[config.mk]
export PLATFORM = sky130hd
export DESIGN_NAME = ibfq_ctrl
export DESIGN_NICKNAME = d
export VERILOG_FILES = /design/src/hw/rtl/assert_macros.svh /design/src/hw/rtl/ibfq_pkg.sv /design/src/hw/rtl/ibfq_ctrl.sv
export SDC_FILE = /design/constraint.sdc
export NUM_CORES = 1
export LEC_CHECK = 0
export ABC_AREA = 0
export BUFFER_PORTS_ARGS = -buffer_cell sky130_fd_sc_hd__buf_2
export CORE_AREA = 2 2 39 41
export CTS_CLUSTER_SIZE = 40
export DETAILED_ROUTE_END_ITERATION = 8
export DIE_AREA = 0 0 41 43
export PLACE_DENSITY_LB_ADDON = 0.08
export SYNTH_ARGS = -nofsm -noshare
export SYNTH_HDL_FRONTEND = slang
export SYNTH_SLANG_ARGS = --single-unit
[constraint.sdc]
create_clock -name clk -period 4.4 [get_ports clk]
set_clock_uncertainty 0.2 [all_clocks]
set_input_delay 0.44 -clock clk [delete_from_list [all_inputs] [get_ports clk]]
set_output_delay 0.44 -clock clk [all_outputs]
set_load 0.03 [all_outputs]
[src/hw/rtl/assert_macros.svh]
// assertion helpers, sampled on clk and held off while rst_n is low
`ifndef ASSERT_MACROS_SVH
`define ASSERT_MACROS_SVH
`ifndef NO_ASSERTIONS
`define AST_ALWAYS(lbl, cond, msg) \
    lbl: assert property (@(posedge clk) disable iff (!rst_n) (cond)) else $error(msg);
`define AST_IMP(lbl, ante, cons, msg) \
    lbl: assert property (@(posedge clk) disable iff (!rst_n) (ante) |-> (cons)) else $error(msg);
`define AST_NEXT(lbl, ante, cons, msg) \
    lbl: assert property (@(posedge clk) disable iff (!rst_n) (ante) |=> (cons)) else $error(msg);
`else
`define AST_ALWAYS(lbl, cond, msg)
`define AST_IMP(lbl, ante, cons, msg)
`define AST_NEXT(lbl, ante, cons, msg)
`endif
`endif

[src/hw/rtl/ibfq_pkg.sv]
`timescale 1ns / 1ps

package ibfq_pkg;

    localparam int ENTRIES_DEFAULT = 1024;

    localparam int OP_W     = 3;
    localparam int INDEX_W  = 10;
    localparam int COUNT_W  = 11;
    localparam int STATUS_W = 3;

    // opcodes
    localparam logic [OP_W-1:0] OP_RESET   = 3'd0;
    localparam logic [OP_W-1:0] OP_MARK    = 3'd1;
    localparam logic [OP_W-1:0] OP_RELEASE = 3'd2;
    localparam logic [OP_W-1:0] OP_QUERY   = 3'd3;
    localparam logic [OP_W-1:0] OP_TAKE    = 3'd4;
    localparam logic [OP_W-1:0] OP_REBUILD = 3'd5;

    // status codes
    localparam logic [STATUS_W-1:0] ST_OK         = 3'd0;
    localparam logic [STATUS_W-1:0] ST_IN_USE     = 3'd1;
    localparam logic [STATUS_W-1:0] ST_NOT_IN_USE = 3'd2;
    localparam logic [STATUS_W-1:0] ST_EMPTY      = 3'd3;
    localparam logic [STATUS_W-1:0] ST_OVERFLOW   = 3'd4;

    // bitmap read address select
    localparam logic [1:0] RD_INPUT = 2'd0;
    localparam logic [1:0] RD_LATCH = 2'd1;
    localparam logic [1:0] RD_SWEEP = 2'd2;

    typedef struct packed {
        logic       accept;      // latch request, clear overflow flag
        logic [1:0] rd_sel;
        logic       sweep_clr;
        logic       sweep_step;
        logic       clear_wr;    // write zero at sweep address
        logic       count_clr;
        logic       scan_issue;  // rebuild scan read
        logic       exec;        // single-entry operation completes
        logic       finish;      // sweep operation or no-op completes
    } cmd_t;

    typedef struct packed {
        logic out_free;
        logic sweep_last;
    } sts_t;

endpackage

[src/hw/rtl/ibfq_ctrl.sv]
`timescale 1ns / 1ps

module ibfq_ctrl
(
    input  logic                        clk,
    input  logic                        rst_n,
    input  logic                        in_valid,
    input  logic [ibfq_pkg::OP_W-1:0]   in_opcode,
    output logic                        in_ready,
    input  ibfq_pkg::sts_t              sts,
    output ibfq_pkg::cmd_t              cmd
);

    localparam logic [2:0] S_INIT     = 3'd0;
    localparam logic [2:0] S_IDLE     = 3'd1;
    localparam logic [2:0] S_EXEC     = 3'd2;
    localparam logic [2:0] S_CLEAR    = 3'd3;
    localparam logic [2:0] S_SCAN     = 3'd4;
    localparam logic [2:0] S_SCAN_END = 3'd5;
    localparam logic [2:0] S_FINISH   = 3'd6;

    logic [2:0] state_reg;
    logic [2:0] state_next;

    always_ff @(posedge clk or negedge rst_n)
    begin
        if (!rst_n)
        begin
            state_reg <= S_INIT;
        end
        else
        begin
            state_reg <= state_next;
        end
    end

    always_comb
    begin
        state_next = state_reg;
        in_ready   = 1'b0;
        cmd        = '0;
        cmd.rd_sel = ibfq_pkg::RD_LATCH;
        case (state_reg)
            S_INIT:
            begin
                // bitmap clearing pass after reset
                cmd.rd_sel     = ibfq_pkg::RD_SWEEP;
                cmd.clear_wr   = 1'b1;
                cmd.sweep_step = 1'b1;
                if (sts.sweep_last)
                begin
                    state_next = S_IDLE;
                end
            end
            S_IDLE:
            begin
                in_ready   = 1'b1;
                cmd.rd_sel = ibfq_pkg::RD_INPUT;
                if (in_valid)
                begin
                    cmd.accept = 1'b1;
                    case (in_opcode)
                        ibfq_pkg::OP_RESET:
                        begin
                            cmd.sweep_clr = 1'b1;
                            cmd.count_clr = 1'b1;
                            state_next    = S_CLEAR;
                        end
                        ibfq_pkg::OP_MARK,
                        ibfq_pkg::OP_RELEASE,
                        ibfq_pkg::OP_QUERY,
                        ibfq_pkg::OP_TAKE:
                        begin
                            state_next = S_EXEC;
                        end
                        ibfq_pkg::OP_REBUILD:
                        begin
                            cmd.sweep_clr = 1'b1;
                            state_next    = S_SCAN;
                        end
                        default:
                        begin
                            state_next = S_FINISH;
                        end
                    endcase
                end
            end
            S_EXEC:
            begin
                if (sts.out_free)
                begin
                    cmd.exec   = 1'b1;
                    state_next = S_IDLE;
                end
            end
            S_CLEAR:
            begin
                cmd.rd_sel     = ibfq_pkg::RD_SWEEP;
                cmd.clear_wr   = 1'b1;
                cmd.sweep_step = 1'b1;
                if (sts.sweep_last)
                begin
                    state_next = S_FINISH;
                end
            end
            S_SCAN:
            begin
                cmd.rd_sel     = ibfq_pkg::RD_SWEEP;
                cmd.scan_issue = 1'b1;
                cmd.sweep_step = 1'b1;
                if (sts.sweep_last)
                begin
                    state_next = S_SCAN_END;
                end
            end
            S_SCAN_END:
            begin
                // last scanned entry is pushed here
                state_next = S_FINISH;
            end
            S_FINISH:
            begin
                if (sts.out_free)
                begin
                    cmd.finish = 1'b1;
                    state_next = S_IDLE;
                end
            end
            default:
            begin
                state_next = S_IDLE;
            end
        endcase
    end

endmodule

==> reports/results.tsv <==
metric	value	unit
status	completed	
slew-limit-headroom	0.673	
synth_edf_count	0	
period_share	0.504	
nets	68	
synth_top_family_by_area	simple AND/OR/NAND/NOR gates	
avgViaCountPerCell	4.96	
synth-simple-area-share	0.340	
multi_input_area	219	um^2
io_buffers	18	
synthXorXnorAreaFrac	0.0560	
clockPowerShare	0.129	
cts.sinks	3	
async_flop_share	1.00	
antenna_found_initial	0	
initial_utilization	0.226	
critPathBufInv	1	
critical-path-top-delay-family	flip-flops	
wire_per_inst	11.1	um
die_area	0.00176	mm^2
synth_area_per_cell	8.02	um^2
ys_ff_latch	3	
cts_tree	yes	
tightestPinTransition	490	ps
peakVddDrop	0.000348	V
routabilityCongestion	0.637	
synth_fa_ha_area_frac	0	
p_total	0.000376	W
dp_hpwl	609	um
crit_chain	nor3b_4 -> nand2_1 -> nor3_1 -> buf_2	
combPwrFrac	0.627	
postPlaceCellArea	408	um^2
hp-class	in2async	
tns	0	ps
drc	0	
grt-ovfl-total	0	
start_kind	flip-flop	
via_count	372	
netlist-cell-type-count	20	
grt_usage	0.121	
htreeDepth	1	
end_kind	output pin	
first_pass_iters	4	
cts_buffers	3	
ys_seq_area_frac	0.240	
clkSlewWorstSetupHoldPaths	40	ps
cpPeakStageDelay	570	ps
rsz0062_at_grt	no	
synth-compound-area-share	0.196	
core_region_area	0.00138	mm^2
netlist_area	313	um^2
intPower	0.000167	W
drive_above_1_share	0.407	
drtAntennaViolNets	0	
powerDensity	847	mW/mm^2
synth_largest_area_cell	dfrtp_1	
layout.cells.non_filler	75	
insertion_delay	230	ps
clockBufferDepth	2	
fillers	157	
synth_common_cells	nor2_1, o21ai_0, buf_2, dfrtp_1, nand2_1	
leakagePower	0.230	nW
rows	14	
netlist.area_leader.share	0.240	
p_sw	0.000210	W
totalWireLength	833	um
seq_power_share	0.244	
die_h	43	um
ioPinCount	19	
grt_pass1_vias	332	
final_cell_area	444	um^2
synth.mux.area_fraction	0.108	
drt_iter0_drc	4	
synth_area_leaders	dfrtp_1, o21ai_0, mux4_2, nor2_1, nor3b_4	
required	3760	ps
drv_slew	0	
crit_arrival	1580	ps
finalSetupViolations	0	
max_freq	451	MHz
dpl.cell_count	70	
max_cap_violations	0	
cts-root-buf	clkbuf_4	
synth_ff_type	dfrtp_1	
worst_path_max_delay_cell	dfrtp_1	
synthesis.nets	47	
diodes	0	
synthCells	39	
ys_warn_count	0	
syn2layout_area_growth	42.0	%
hold_viol	0	
critPathKind	reg2out	
swShare	0.557	
ff_latch_area	75.1	um^2
grt_max_degree	16	
finalCriticalPeriod	2220	ps
die_w	41	um
largest_reg_flops	3	
cp_max_fo	13	
grt_pass1_wl	1400	um
## layout by cell type, fill, tap and decap left out, drive strengths merged
cell | Yosys | routed
nor3 | 2 | 2
nand2 | 3 | 3
clkbuf | 0 | 4
dlygate4sd3 | 0 | 1
a21o | 1 | 1
nor2b | 2 | 2
a31oi | 2 | 2
nor2 | 5 | 5
and3 | 2 | 2
xor2 | 2 | 2
mux2 | 1 | 1
nand4b | 1 | 1
o21a | 1 | 1
inv | 1 | 1
buf | 3 | 18
a32oi | 1 | 1
mux4 | 1 | 1
dfrtp | 3 | 3
nand2b | 1 | 1
nor3b | 2 | 2
o21ai | 5 | 5
## stage by stage
stage | util | setup slack [ps] | hold slack [ps]
2_1_floorplan | - | 1970 | -55.6
3_3_place_gp | 0.295 | 2450 | 37.6
3_5_place_dp | 0.295 | 2430 | 35.4
4_1_cts | 0.321 | 2160 | 327
5_1_grt | 0.321 | 2030 | 350
6_report | 0.321 | 2180 | 324
## path summary, 6_finish.rpt
| check | startpoint | end | slack [ps] | depth (start not counted) |
|---|---|---|---|---|
| min in group clk | sts[0] | state_reg[2] | 340 | 3 |
| worst max-delay path | state_reg[0] | cmd[6] | 2180 | 4 |
| worst max register to register | state_reg[2] | state_reg[0] | 2740 | 3 |
| worst min-delay path | rst_n | state_reg[0] | 320 | 2 |
| max in group asynchronous | rst_n | state_reg[2] | 3570 | 2 |
| worst min register to register | state_reg[0] | state_reg[2] | 590 | 2 |
## cells by family after synthesis
group	after synthesis
simple gates	18
compound gates	10
buf+inv	4
flops	3
xor+xnor	2
mux	2
## area by class of cell
type / instances / area share
sequential: 3 / 0.169
clock buffer: 4 / 0.0592
inverter: 1 / 0.00845
multi-input combinational: 32 / 0.493
timing repair buffer: 19 / 0.225
tap: 16 / 0.0451
## layer usage
layer  vias up  GRT usage  wire length (um)
met5         -          0                 0
met4         0     0.0800                 0
met3         0     0.0471                62
met2        18      0.159               383
met1       174      0.155               387
li1        180          -                 -
## power groups by stage
stage | combinational (W) | sequential [W] | clock (W)
CTS | 0.000239 | 0.0000920 | 0.0000504
detailed placement | 0.000237 | 0.0000923 | 0
finish | 0.000236 | 0.0000918 | 0.0000485
global placement | 0.000238 | 0.0000925 | 0
global route | 0.000257 | 0.000100 | 0.0000520
floorplan | 0.000216 | 0.0000563 | 0
## repair_timing
item,CTS,global route
hold buffers,1,0
gates resized for setup,0,0
hold endpoints to repair,3,0
setup buffers,0,0
(Power assumes the default switching activity.)
